[config.mk]
export PLATFORM = sky130hd
export DESIGN_NAME = rate_monotonic_scheduler_flat
export DESIGN_NICKNAME = d
export VERILOG_FILES = /design/src/rtl/core/rms_pkg.sv /design/src/rtl/core/rms_if.sv /design/src/rtl/core/rms_regs.sv /design/src/rtl/core/rms_select.sv /design/src/rtl/core/rms_core.sv /design/src/rtl/core/rate_monotonic_scheduler.sv /design/src/flat_wrapper.sv
export SDC_FILE = /design/constraint.sdc
export NUM_CORES = 1
export LEC_CHECK = 0
export ABC_AREA = 1
export BUFFER_PORTS_ARGS = -buffer_cell sky130_fd_sc_hd__buf_2
export CAP_MARGIN = 20
export CORE_ASPECT_RATIO = 1.2
export CORE_MARGIN = 1
export CORE_UTILIZATION = 62
export CTS_CLUSTER_SIZE = 16
export DETAILED_ROUTE_END_ITERATION = 10
export GPL_ROUTABILITY_DRIVEN = 1
export PLACE_DENSITY = 0.81
export SYNTH_ARGS = -nofsm -noshare
export SYNTH_HDL_FRONTEND = slang
export SYNTH_SLANG_ARGS = --single-unit
[constraint.sdc]
create_clock -name clk -period 10.9 [get_ports clk]
set_clock_uncertainty 0.05 [all_clocks]
set_input_delay 0 -clock clk [delete_from_list [all_inputs] [get_ports clk]]
set_output_delay 0 -clock clk [all_outputs]
set_load 0.005 [all_outputs]
[src/rtl/core/rms_pkg.sv]
// ----------------------------------------------------------------------------
// rms_pkg
// Shared types and constants of the rate monotonic scheduler.
// ----------------------------------------------------------------------------
package rms_pkg;

  localparam int SLOTS     = 4;   // register slots per bank
  localparam int CFG_W     = 16;  // width of a configuration register
  localparam int COUNT_W   = 16;  // width of the event counters
  localparam int IDX_W     = 2;   // width of a task index
  localparam int ADDR_W    = 5;   // byte address over eight word registers
  localparam int DATA_W    = 32;
  localparam int REG_NUM   = 2 * SLOTS;

  typedef logic [IDX_W-1:0]   task_idx_t;
  typedef logic [CFG_W-1:0]   cfg_word_t;
  typedef logic [COUNT_W-1:0] count_t;

  // Register bank select: index bit 2 picks the execution time bank
  typedef enum logic {
    BANK_PERIOD = 1'b0,
    BANK_EXEC   = 1'b1
  } reg_bank_t;

  // Result of the priority pick
  typedef struct packed {
    logic      found;
    task_idx_t best;
  } sel_t;

  function automatic count_t sat_add(count_t base, logic [2:0] inc);
    logic [COUNT_W:0] sum;
    sum = {1'b0, base} + (COUNT_W + 1)'(inc);
    return sum[COUNT_W] ? '1 : sum[COUNT_W-1:0];
  endfunction

endpackage

[src/rtl/core/rms_if.sv]
// ----------------------------------------------------------------------------
// rms_if
// Valid/ready channels of the scheduler: tick items in, results out.
// ----------------------------------------------------------------------------
interface rms_item_if;
  logic valid;
  logic ready;
  logic tick;

  modport source (output valid, output tick, input ready);
  modport sink   (input valid, input tick, output ready);
endinterface

interface rms_result_if import rms_pkg::*; ();
  logic          valid;
  logic          ready;
  task_idx_t     running_task;
  logic          idle;
  logic          job_finished;
  logic          preempted;
  logic [SLOTS-1:0] miss_mask;
  count_t        miss_total;
  count_t        release_total;

  modport source (output valid, output running_task, output idle, output job_finished,
                  output preempted, output miss_mask, output miss_total,
                  output release_total, input ready);
  modport sink   (input valid, input running_task, input idle, input job_finished,
                  input preempted, input miss_mask, input miss_total,
                  input release_total, output ready);
endinterface

[src/rtl/core/rms_regs.sv]
// ----------------------------------------------------------------------------
// rms_regs
// APB register file holding the period and execution time of each task.
// ----------------------------------------------------------------------------
module rms_regs import rms_pkg::*; (
  input  logic              clk,
  input  logic              rst,
  input  logic              psel,
  input  logic              penable,
  input  logic              pwrite,
  input  logic [ADDR_W-1:0] paddr,
  input  logic [DATA_W-1:0] pwdata,
  output logic [DATA_W-1:0] prdata,
  output logic              pready,
  output cfg_word_t         period [SLOTS],
  output cfg_word_t         exec_time [SLOTS]
);

  cfg_word_t  regs [REG_NUM];
  logic [2:0] idx;
  logic       wr_en;

  assign idx    = paddr[4:2];
  assign pready = 1'b1;
  assign wr_en  = psel && penable && pwrite;

  always_ff @(posedge clk) begin
    if (rst) begin
      for (int i = 0; i < REG_NUM; i++) regs[i] <= '0;
    end else if (wr_en) begin
      regs[idx] <= pwdata[CFG_W-1:0];
    end
  end

  assign prdata = {{(DATA_W - CFG_W){1'b0}}, regs[idx]};

  always_comb begin
    for (int i = 0; i < SLOTS; i++) begin
      period[i]    = regs[{BANK_PERIOD, 2'(i)}];
      exec_time[i] = regs[{BANK_EXEC, 2'(i)}];
    end
  end

endmodule

[src/rtl/core/rms_select.sv]
// ----------------------------------------------------------------------------
// rms_select
// Priority pick: ready task with the shortest period, lowest index on a tie.
// ----------------------------------------------------------------------------
module rms_select import rms_pkg::*; #(
  parameter int TASKS      = 4,
  parameter int TIME_WIDTH = 16
) (
  input  logic [TIME_WIDTH-1:0] period [TASKS],
  input  logic [TASKS-1:0]      ready_mask,
  output sel_t                  sel
);

  logic [TIME_WIDTH-1:0] best_period;

  always_comb begin
    sel         = '0;
    best_period = '0;
    for (int i = 0; i < TASKS; i++) begin
      if (ready_mask[i] && (!sel.found || period[i] < best_period)) begin
        sel.found   = 1'b1;
        sel.best    = task_idx_t'(i);
        best_period = period[i];
      end
    end
  end

endmodule

[src/rtl/core/rms_core.sv]
// ----------------------------------------------------------------------------
// rms_core
// Input register, per-tick scheduler step and result register.
// ----------------------------------------------------------------------------
module rms_core import rms_pkg::*; #(
  parameter int TASKS      = 4,
  parameter int TIME_WIDTH = 16
) (
  input  logic       clk,
  input  logic       rst,
  input  cfg_word_t  period [SLOTS],
  input  cfg_word_t  exec_time [SLOTS],
  rms_item_if.sink   item,
  rms_result_if.source result
);

  // input register
  logic in_valid;
  logic in_tick;
  logic advance;
  logic step;

  // scheduler state
  logic [TIME_WIDTH-1:0] rem [TASKS];
  logic [TIME_WIDTH-1:0] cd [TASKS];
  task_idx_t prev_task;
  logic      prev_valid;
  count_t    miss_cnt;
  count_t    rel_cnt;

  // result register
  logic             out_valid;
  task_idx_t        out_task;
  logic             out_idle;
  logic             out_finished;
  logic             out_preempted;
  logic [SLOTS-1:0] out_miss;

  // step logic
  logic [TIME_WIDTH-1:0] p [TASKS];
  logic [TIME_WIDTH-1:0] e [TASKS];
  logic [TIME_WIDTH-1:0] rem_a [TASKS];
  logic [TIME_WIDTH-1:0] cd_a [TASKS];
  logic [TIME_WIDTH-1:0] rem_next [TASKS];
  logic [TIME_WIDTH-1:0] cd_next [TASKS];
  logic [TIME_WIDTH-1:0] rem_prev;
  logic [TIME_WIDTH-1:0] rem_best;
  logic [TASKS-1:0]      ready_mask;
  logic [SLOTS-1:0]      miss_vec;
  logic [SLOTS-1:0]      rel_vec;
  logic                  finished;
  logic                  preempt;
  count_t                miss_cnt_next;
  count_t                rel_cnt_next;
  sel_t                  sel;

  assign advance    = in_valid && (!in_tick || !out_valid || result.ready);
  assign step       = advance && in_tick;
  assign item.ready = !in_valid || advance;

  always_ff @(posedge clk) begin
    if (rst) begin
      in_valid <= 1'b0;
    end else if (item.ready) begin
      in_valid <= item.valid;
    end
  end

  always_ff @(posedge clk) begin
    if (item.ready && item.valid) begin
      in_tick <= item.tick;
    end
  end

  // release phase
  always_comb begin
    miss_vec = '0;
    rel_vec  = '0;
    for (int i = 0; i < TASKS; i++) begin
      p[i] = 32'(period[i]) >> 0 == 32'(period[i]) ? TIME_WIDTH'(32'(period[i]))
                                                    : '0;
      e[i] = TIME_WIDTH'(32'(exec_time[i]));
      if (p[i] == '0) begin
        rem_a[i] = '0;
        cd_a[i]  = '0;
      end else if (cd[i] == '0) begin
        rel_vec[i]  = 1'b1;
        miss_vec[i] = (rem[i] != '0);
        rem_a[i]    = e[i];
        cd_a[i]     = p[i];
      end else begin
        rem_a[i] = rem[i];
        cd_a[i]  = cd[i];
      end
      ready_mask[i] = (p[i] != '0) && (rem_a[i] != '0);
    end
  end

  rms_select #(
    .TASKS      (TASKS),
    .TIME_WIDTH (TIME_WIDTH)
  ) u_select (
    .period     (p),
    .ready_mask (ready_mask),
    .sel        (sel)
  );

  // run phase
  always_comb begin
    rem_prev = '0;
    rem_best = '0;
    for (int i = 0; i < TASKS; i++) begin
      if (prev_task == task_idx_t'(i)) rem_prev = rem_a[i];
      if (sel.best == task_idx_t'(i)) rem_best = rem_a[i];
    end
    preempt  = sel.found && prev_valid && (prev_task != sel.best) && (rem_prev != '0);
    finished = sel.found && (rem_best == TIME_WIDTH'(1));
    for (int i = 0; i < TASKS; i++) begin
      rem_next[i] = rem_a[i] -
                    TIME_WIDTH'(sel.found && (sel.best == task_idx_t'(i)));
      cd_next[i]  = (cd_a[i] != '0) ? cd_a[i] - TIME_WIDTH'(1) : '0;
    end
    miss_cnt_next = sat_add(miss_cnt, 3'($countones(miss_vec)));
    rel_cnt_next  = sat_add(rel_cnt, 3'($countones(rel_vec)));
  end

  always_ff @(posedge clk) begin
    if (rst) begin
      for (int i = 0; i < TASKS; i++) begin
        rem[i] <= '0;
        cd[i]  <= '0;
      end
      prev_task  <= '0;
      prev_valid <= 1'b0;
      miss_cnt   <= '0;
      rel_cnt    <= '0;
    end else if (step) begin
      for (int i = 0; i < TASKS; i++) begin
        rem[i] <= rem_next[i];
        cd[i]  <= cd_next[i];
      end
      if (sel.found) prev_task <= sel.best;
      prev_valid <= sel.found && !finished;
      miss_cnt   <= miss_cnt_next;
      rel_cnt    <= rel_cnt_next;
    end
  end

  // hold the result until the sink takes it
  always_ff @(posedge clk) begin
    if (rst) begin
      out_valid <= 1'b0;
    end else if (step) begin
      out_valid <= 1'b1;
    end else if (result.ready) begin
      out_valid <= 1'b0;
    end
  end

  always_ff @(posedge clk) begin
    if (step) begin
      out_task      <= sel.found ? sel.best : '0;
      out_idle      <= !sel.found;
      out_finished  <= finished;
      out_preempted <= preempt;
      out_miss      <= miss_vec;
    end
  end

  assign result.valid         = out_valid;
  assign result.running_task  = out_task;
  assign result.idle          = out_idle;
  assign result.job_finished  = out_finished;
  assign result.preempted     = out_preempted;
  assign result.miss_mask     = out_miss;
  assign result.miss_total    = miss_cnt;
  assign result.release_total = rel_cnt;

endmodule

[src/rtl/core/rate_monotonic_scheduler.sv]
// A tick is taken into the input register; its step then writes the state and
// result registers.
// Throughput: one tick per cycle while the result sink keeps up. The step is
// a single pass from the input register through the release logic and the
// four-way priority pick into the state and result registers.
// Reset (rst, synchronous): clears registers, task state, counters, valids.
// ----------------------------------------------------------------------------
// rate_monotonic_scheduler
// Top level: APB register file and per-tick rate monotonic scheduling core.
// ----------------------------------------------------------------------------
module rate_monotonic_scheduler import rms_pkg::*; #(
  parameter int TASKS      = 4,
  parameter int TIME_WIDTH = 16
) (
  input  logic              clk,
  input  logic              rst,
  input  logic              psel,
  input  logic              penable,
  input  logic              pwrite,
  input  logic [ADDR_W-1:0] paddr,
  input  logic [DATA_W-1:0] pwdata,
  output logic [DATA_W-1:0] prdata,
  output logic              pready,
  rms_item_if.sink          item,
  rms_result_if.source      result
);

  cfg_word_t period [SLOTS];
  cfg_word_t exec_time [SLOTS];

  rms_regs u_regs (
    .clk       (clk),
    .rst       (rst),
    .psel      (psel),
    .penable   (penable),
    .pwrite    (pwrite),
    .paddr     (paddr),
    .pwdata    (pwdata),
    .prdata    (prdata),
    .pready    (pready),
    .period    (period),
    .exec_time (exec_time)
  );

  rms_core #(
    .TASKS      (TASKS),
    .TIME_WIDTH (TIME_WIDTH)
  ) u_core (
    .clk       (clk),
    .rst       (rst),
    .period    (period),
    .exec_time (exec_time),
    .item      (item),
    .result    (result)
  );

endmodule

[src/flat_wrapper.sv]
// flat-port wrapper written by rule: the top's interface ports become plain ports
module rate_monotonic_scheduler_flat import rms_pkg::*;
#(
  parameter int TASKS      = 4,
  parameter int TIME_WIDTH = 16
)
  (clk, rst, psel, penable, pwrite, paddr, pwdata, prdata, pready, item_valid, item_tick, item_ready, result_valid, result_running_task, result_idle, result_job_finished, result_preempted, result_miss_mask, result_miss_total, result_release_total, result_ready);
  rms_item_if item_i ();
  rms_result_if result_i ();
  input  logic clk;
  input  logic rst;
  input  logic psel;
  input  logic penable;
  input  logic pwrite;
  input  logic [ADDR_W-1:0] paddr;
  input  logic [DATA_W-1:0] pwdata;
  output logic [DATA_W-1:0] prdata;
  output logic pready;
  input wire logic [$bits(item_i.valid)-1:0] item_valid;
  input wire logic [$bits(item_i.tick)-1:0] item_tick;
  output wire logic [$bits(item_i.ready)-1:0] item_ready;
  output wire logic [$bits(result_i.valid)-1:0] result_valid;
  output wire logic [$bits(result_i.running_task)-1:0] result_running_task;
  output wire logic [$bits(result_i.idle)-1:0] result_idle;
  output wire logic [$bits(result_i.job_finished)-1:0] result_job_finished;
  output wire logic [$bits(result_i.preempted)-1:0] result_preempted;
  output wire logic [$bits(result_i.miss_mask)-1:0] result_miss_mask;
  output wire logic [$bits(result_i.miss_total)-1:0] result_miss_total;
  output wire logic [$bits(result_i.release_total)-1:0] result_release_total;
  input wire logic [$bits(result_i.ready)-1:0] result_ready;
  assign item_i.valid = item_valid;
  assign item_i.tick = item_tick;
  assign item_ready = item_i.ready;
  assign result_valid = result_i.valid;
  assign result_running_task = result_i.running_task;
  assign result_idle = result_i.idle;
  assign result_job_finished = result_i.job_finished;
  assign result_preempted = result_i.preempted;
  assign result_miss_mask = result_i.miss_mask;
  assign result_miss_total = result_i.miss_total;
  assign result_release_total = result_i.release_total;
  assign result_i.ready = result_ready;
  rate_monotonic_scheduler #(.TASKS(TASKS), .TIME_WIDTH(TIME_WIDTH)) u_core (.clk(clk), .rst(rst), .psel(psel), .penable(penable), .pwrite(pwrite), .paddr(paddr), .pwdata(pwdata), .prdata(prdata), .pready(pready), .item(item_i), .result(result_i));
endmodule
==> key figures, run 1 <==
Outcome
  • Status: complete, no violations

Yosys
  • Synth unique cells: 56
  • Synth area leader: edfxtp_1
  • Post-Syn Area: 0.0185 sq mm
  • Synth warn: 0
  • Seq/Total Area, Yosys: 47.1%
  • Asr flop ratio synth: 0%
  • Mapped Cells: 2,294
  • Synth Flop Type: edfxtp_1
  • Post-synth top area share: 43.1%
  • Avg Cell Area, Syn: 8.07 sq um
  • Leading post-synthesis cells by cell area: edfxtp_1, nor2_1, nand2_1
  • Post-synth EDFFs: 266
  • Register bit total from synthesis: 303

Clock tree
  • Clock tree buffer depth: 3
  • CTS tree: built
  • Clk Tree Root Cell: clkbuf_16
  • Clk slew on worst S/H paths: 0.06 ns
  • Htree depth: 2
  • Total CTS buffers: 34
  • Sinks on Clock Net: 303
  • Later-pin clock latency in the skew report: 0.54 ns

Place
  • Placed cells: 2,712
  • DP Worst Slack: 0.853 ns
  • Gpl congestion: 1.01
  • PortBufs: 85
  • DP Area: 0.0192 sq mm
  • DP HPWL: 39.3 mm

Finish
  • Commonest non-fill, non-tap cell in the layout: nor2_1
  • Fin area: 0.0205 sq mm
  • Antenna Cells: 0
  • Final Net Count: 2,487
  • Most frequent cells in the layout: nor2_1, nand2_1, inv_1, edfxtp_1, o21ai_0
  • Area Overhead vs Synth: 11.0%
  • Final cell count without fillers: 2,788
  • Share of cells above drive strength 1: 9.57%
  • Post-layout util: 70.6%

Floorplan
  • Top-level I/O count: 121
  • Die H: 191 um
  • Initial core utilization: 63.6%
  • Core footprint: 0.0291 sq mm
  • Die Wd: 160 um
  • Die area: 0.0306 sq mm
  • Cell row count: 68

Global route
  • Antenna violations before repair: 0
  • First-pass GRT wire length: 85.4 mm
  • Vias in the first global route: 16,400
  • Total track usage: 36.4%
  • GR Overflow Total: 0
  • Pin count of the biggest net entering global routing: 73

Routing
  • DR pass1 iterations: 8
  • DRC: 0
  • WL final: 55.8 mm
  • DR iter-0 viols: 1,970
  • Via density: 6.15
  • Post-DRT Antenna Nets: 0
  • Total number of vias: 17,200
  • WL/cell: 20.0 um

Critical path
  • Crit path to: u_core.u_core.rem[0][15]
  • Setup CP Type: reg2reg
  • Crit. End Element: flip-flop
  • Crit path max fanout: 36
  • Reg2Reg Capture Point: u_core.u_core.rem[0][15]
  • Crit Reg-Reg Startpoint: u_core.u_regs.regs[0][0]
  • Critical Path RT: 11.12 ns
  • CP startpoint: u_core.u_regs.regs[0][0]
  • Critical Path Max Stage Delay: 0.61 ns
  • Startpoint Class: flip-flop
  • Crit path DAT: 10.50 ns
  • Slowest-stage cell, CP: o21ai_0
  • R2R depth: 56
  • Crit path top cell by count: nor2_1
  • Internal reg-to-reg setup slack: 0.62 ns

Timing
  • Hold Vio Cnt, Final: 0
  • Slew margin rel.: 31.5%
  • Post-route setup slack: 0.624 ns
  • Pins Over Slew Limit: 0
  • Hold Slack: 0.0377 ns
  • Fmax: 97.3 MHz
  • Endpoints failing setup: 0
  • Tmin final: 10.28 ns
  • Final period util: 94.3%
  • Worst slew pin tran: 1.03 ns

Power and ir drop
  • Pwr per Cell Area: 146 mW/mm^2
  • Leak pwr: 8.79 nW
  • Worst VDD drop: 0.128 mV

Run
  • Max-Cap Viols: 0

Worst hold path
  • Min-delay worst type: in2reg
[how the worst min path moves through the flow]
stage | from | endpoint | cells past startpoint
floorplan | item_tick | u_core.u_core.in_tick | 0
global placement | item_tick | u_core.u_core.in_tick | 1
detailed placement | item_tick | u_core.u_core.in_tick | 1
CTS | pwdata[10] | u_core.u_regs.regs[7][10] | 3
global route | pwdata[4] | u_core.u_regs.regs[5][4] | 3
finish | pwdata[4] | u_core.u_regs.regs[7][4] | 3
[cells in the mapped netlist (all sizes together), types with 37 or more instances]
cell type / instances
ha: 59
a21oi: 124
dfxtp: 37
nand2: 387
nand4: 38
clkbuf: 54
inv: 333
edfxtp: 266
o21ai: 141
nor3: 75
nor2: 420
nand3: 93
[stage by stage]
stage / power (W) / TNS (ns)
after CTS: 0.00298 / 0
after detailed placement: 0.00177 / 0
after global placement: 0.00176 / 0
after floorplan: 0.00165 / 0
final: 0.00300 / 0
after global routing: 0.00308 / -0.00704
[worst max-delay path: cells and delay by family (launching register included)]
kind / cells / cell delay, ns
compound gates: 8 / 1.94
fa+ha+maj: 4 / 1.25
xor+xnor: 1 / 0.16
flops: 1 / 0.49
simple gates: 35 / 5.51
buf+inv: 8 / 0.53
[per-layer routing]
layer	wire (um)	track usage (%)
met5	0	0
met4	4270	26.1
met3	5720	6.73
met2	26000	60.1
met1	19900	42.9
[state kept, by name, summed over array words and instances (netlist names), 2 cells and up]
| signal | flops |
|---|---|
| u_core.u_core.cd | 64 |
| u_core.u_core.prev_task | 2 |
| u_core.u_core.rem | 64 |
| u_core.u_core.result.miss_mask | 4 |
| u_core.u_core.result.miss_total | 16 |
| u_core.u_core.result.release_total | 16 |
| u_core.u_core.result.running_task | 2 |
| u_core.u_regs.regs | 128 |
[cell families after synthesis]
family,after synthesis,synth area share [%]
adder cells (fa/ha/maj),65,4.64
XOR/XNOR,33,1.56
other,2,0.0406
AO/OA/AOI/OAI,384,12.1
AND/OR/NAND/NOR,1085,25.3
buffers and inverters,422,9.18
flip-flops,303,47.1
[cell type report]
| class | count | area [sq um] |
|---|---|---|
| flip-flops and latches | 303 | 8730 |
| inverters | 337 | 1270 |
| fillers | 2262 | 8550 |
| repair buffers | 117 | 701 |
| well taps | 385 | 482 |
| multi-input cells | 1584 | 8170 |
| clock inverters | 21 | 231 |
| clock buffers | 41 | 961 |
[report_power, final]
part	switching [W]	leakage (nW)	internal, W
registers	0.0000468	2.95	0.00132
clock network	0.000501	0.577	0.000729
logic	0.000280	5.26	0.000124
[timing repair]
action                                  in CTS  in global routing
resized for setup                            0                  1
endpoints found under the hold margin       64                  1
hold buffers                                13                  1
buffers inserted                             0                  0
endpoints found under the setup margin       0                  1
No activity file was read; power rests on OpenSTA's default activity.
==> run 2, diff against run 1 <==
--- a/config.mk
+++ b/config.mk
@@ -8,13 +8,13 @@
 export ABC_AREA = 1
 export BUFFER_PORTS_ARGS = -buffer_cell sky130_fd_sc_hd__buf_2
 export CAP_MARGIN = 20
-export CORE_ASPECT_RATIO = 1.2
 export CORE_MARGIN = 1
 export CORE_UTILIZATION = 62
 export CTS_CLUSTER_SIZE = 16
 export DETAILED_ROUTE_END_ITERATION = 10
 export GPL_ROUTABILITY_DRIVEN = 1
 export PLACE_DENSITY = 0.81
+export RECOVER_POWER = 100
 export SYNTH_ARGS = -nofsm -noshare
 export SYNTH_HDL_FRONTEND = slang
 export SYNTH_SLANG_ARGS = --single-unit
==> run 2 against run 1 <==
Against the previous run:
- worst hold slack got worse by 0.0015 ns
- sequential cell count stayed put
- utilization grew 0.19 points
- highest routed layer is now met5
- final area barely moved
- the flow now finishes with violations (capacitance limit, slew limit)
- setup slack gained 0.31 ns
- largest power group unchanged
- largest cell class unchanged
- die area is essentially flat
- total power rose by 0.47%
==> key figures, run 2 (synthesis results as in run 1) <==
Outcome
  • Status: finished with violations (was complete, no violations)
  • Failing checks: capacitance limit, slew limit

Floorplan
  • Die area: 0.0306 sq mm (about the same)
  • Initial core utilization: 63.8% (was 63.6%)
  • Core footprint: 0.0290 sq mm (was 0.0291 sq mm)
  • Top-level I/O count: 121 (unchanged)
  • Cell row count: 62 (was 68)
  • Die Wd: 175 um (was 160 um)
  • Die H: 175 um (was 191 um)

Clock tree
  • Sinks on Clock Net: 303 (unchanged)
  • Total CTS buffers: 35 (was 34)
  • Clock tree buffer depth: 3 (unchanged)
  • Htree depth: 2 (unchanged)
  • Clk slew on worst S/H paths: 0.06 ns (about the same)
  • Later-pin clock latency in the skew report: 0.54 ns (about the same)
  • CTS tree: built (unchanged)
  • Setup Buffers After CTS: 0 (unchanged)
  • Clk Tree Root Cell: clkbuf_16 (unchanged)

Finish
  • Multi-input logic area: 0.00817 sq mm (about the same)
  • FF+latch area: 0.00873 sq mm (unchanged)
  • Antenna Cells: 0 (unchanged)
  • Most flops, register: u_core.u_regs.regs (unchanged)
  • Final Net Count: 2,496 (was 2,487)
  • Most frequent cells in the layout: nor2_1, nand2_1, inv_1, edfxtp_1, o21ai_0 (unchanged)
  • Final cell count without fillers: 2,794 (was 2,788)
  • Area Overhead vs Synth: 10.9% (was 11.0%)
  • Biggest regs: u_core.u_regs.regs: 128 flops, u_core.u_core.cd: 64 flops, u_core.u_core.rem: 64 flops (unchanged)
  • Commonest non-fill, non-tap cell in the layout: nor2_1 (unchanged)
  • Share of cells above drive strength 1: 7.43% (was 9.57%)
  • Max FFs per register: 128 (unchanged)
  • Fillers: 2,252 (was 2,262)

Power and ir drop
  • Worst VDD drop: 0.123 mV (was 0.128 mV)
  • Clock power frac: 41.3% (was 41.0%)
  • Leak pwr: 8.67 nW (was 8.79 nW)
  • Seq pwr share: 45.5% (was 45.6%)
  • Switching power: 0.000815 W (was 0.000828 W)
  • Cell Int Power: 0.00220 W (was 0.00217 W)
  • Pwr per Cell Area: 147 mW/mm^2 (was 146 mW/mm^2)
  • Sw frac: 27.0% (was 27.6%)
  • Comb power frac: 13.2% (was 13.4%)

Timing
  • Worst slew pin tran: 3.59 ns (was 1.03 ns)
  • Fin Setup TNS: 0 ns (unchanged)
  • Fmax: 100 MHz (was 97.3 MHz)
  • Pins Over Slew Limit: 132 (was 0)
  • Tmin final: 9.97 ns (was 10.28 ns)
  • Hold Vio Cnt, Final: 0 (unchanged)
  • RSZ-0062 raised after global routing: no
  • Final period util: 91.4% (was 94.3%)
  • Endpoints failing setup: 0 (unchanged)
  • Post-route setup slack: 0.934 ns (was 0.624 ns)
  • Hold Slack: 0.0363 ns (was 0.0377 ns)
  • Slew margin rel.: -139% (was 31.5%)

Critical path
  • Crit path DAT: 10.18 ns (was 10.50 ns)
  • Slowest-stage cell, CP: inv_1 (was o21ai_0)
  • Setup CP Type: reg2reg (unchanged)
  • Crit. End Element: flip-flop (unchanged)
  • R2R depth: 52 (was 56)
  • Critical Path RT: 11.12 ns (about the same)
  • Crit path top cell by count: inv_1 (was nor2_1)
  • Crit path max fanout: 36 (unchanged)
  • Startpoint Class: flip-flop (unchanged)
  • Critical Path Max Stage Delay: 0.59 ns (was 0.61 ns)

Global route
  • Pin count of the biggest net entering global routing: 67 (was 73)
  • Vias in the first global route: 16,000 (was 16,400)
  • Total track usage: 35.7% (was 36.4%)
  • GR Overflow Total: 0 (unchanged)
  • First-pass GRT wire length: 84.2 mm (was 85.4 mm)
  • Antenna violations before repair: 1 (was 0)

Routing
  • WL final: 54.8 mm (was 55.8 mm)
  • DR pass1 iterations: 6 (was 8)
  • DR iter-0 viols: 2,034 (was 1,970)
  • Via density: 6.11 (was 6.15)
  • Total number of vias: 17,100 (was 17,200)
  • DRC: 0 (unchanged)
  • WL/cell: 19.6 um (was 20.0 um)
  • Post-DRT Antenna Nets: 0 (unchanged)

Place
  • PortBufs: 85 (unchanged)
  • Gpl congestion: 0.982 (was 1.01)
  • Placed cells: 2,713 (was 2,712)
  • DP Worst Slack: 0.926 ns (was 0.853 ns)
  • DP HPWL: 38.6 mm (was 39.3 mm)

Worst hold path
  • Min-delay worst type: in2reg (unchanged)
  • Worst hold stages: 3 (unchanged)

Run
  • Max-Cap Viols: 2 (was 0)
==> run 2: changes by cell type in the layout (fill, tap and decap cells not counted), moves of 3 or more <==
cell / delta
clkbuf_1: +48
buf_2: -40
dlygate4sd3_1: +6
o21ai_0: -5
o21ai_1: +5
buf_4: -3
==> run 2: per-layer routing <==
layer | global-route usage (%) | wire length [um]
met1 | 45.6 | 20400
met2 | 57.0 | 24900
met3 | 6.96 | 6180
met4 | 20.0 | 3210
met5 | 0 | 54
==> run 2: stage by stage <==
step,utilization (%),instance area (sq um),total power (W)
finish,70.8,20500,0.00302
CTS,71.0,20600,0.00300
detailed placement,66.2,19200,0.00177
global placement,66.2,19200,0.00176
floorplan,-,18600,0.00165
global route,70.8,20500,0.00310
==> run 2: final cells by class <==
cell class	count	area share (%)
multi-input cells	1584	39.8
repair buffers	125	3.44
clock buffers	42	4.54
flip-flops and latches	303	42.5
inverters	337	6.16
well taps	384	2.34
clock inverters	19	1.26
==> run 2: what timing repair did <==
action | CTS | global route
resized for setup | 0 | 7
setup endpoints to repair | 0 | 3
hold buffers | 20 | 0
hold endpoints to repair | 115 | 0
==> run 2: final timing paths <==
check | startpoint | end | slack [ns]
worst max-delay path | u_core.u_regs.regs[1][13] | u_core.u_core.rem[0][15] | 0.93
worst min-delay path | pwdata[11] | u_core.u_regs.regs[6][11] | 0.04
worst max register to register | u_core.u_regs.regs[1][13] | u_core.u_core.rem[0][15] | 0.93
worst min register to register | u_core.u_core.prev_valid | u_core.u_core.prev_valid | 0.42
==> run 2: power groups by stage <==
stage	clock, W	combinational, W	sequential (W)
2_1_floorplan	0	0.000275	0.00137
3_3_place_gp	0	0.000369	0.00139
3_5_place_dp	0	0.000382	0.00139
4_1_cts	0.00124	0.000390	0.00137
5_1_grt	0.00128	0.000441	0.00138
6_report	0.00125	0.000398	0.00137
==> run 2: worst max-delay path, delay by kind of cell, from the launching register on <==
family          cells  cell delay [ns]
fa+ha+maj           3             0.87
xor+xnor            1             0.16
compound gates      6             1.02
flops               1             0.51
simple gates       31             5.51
buf+inv            11             1.59
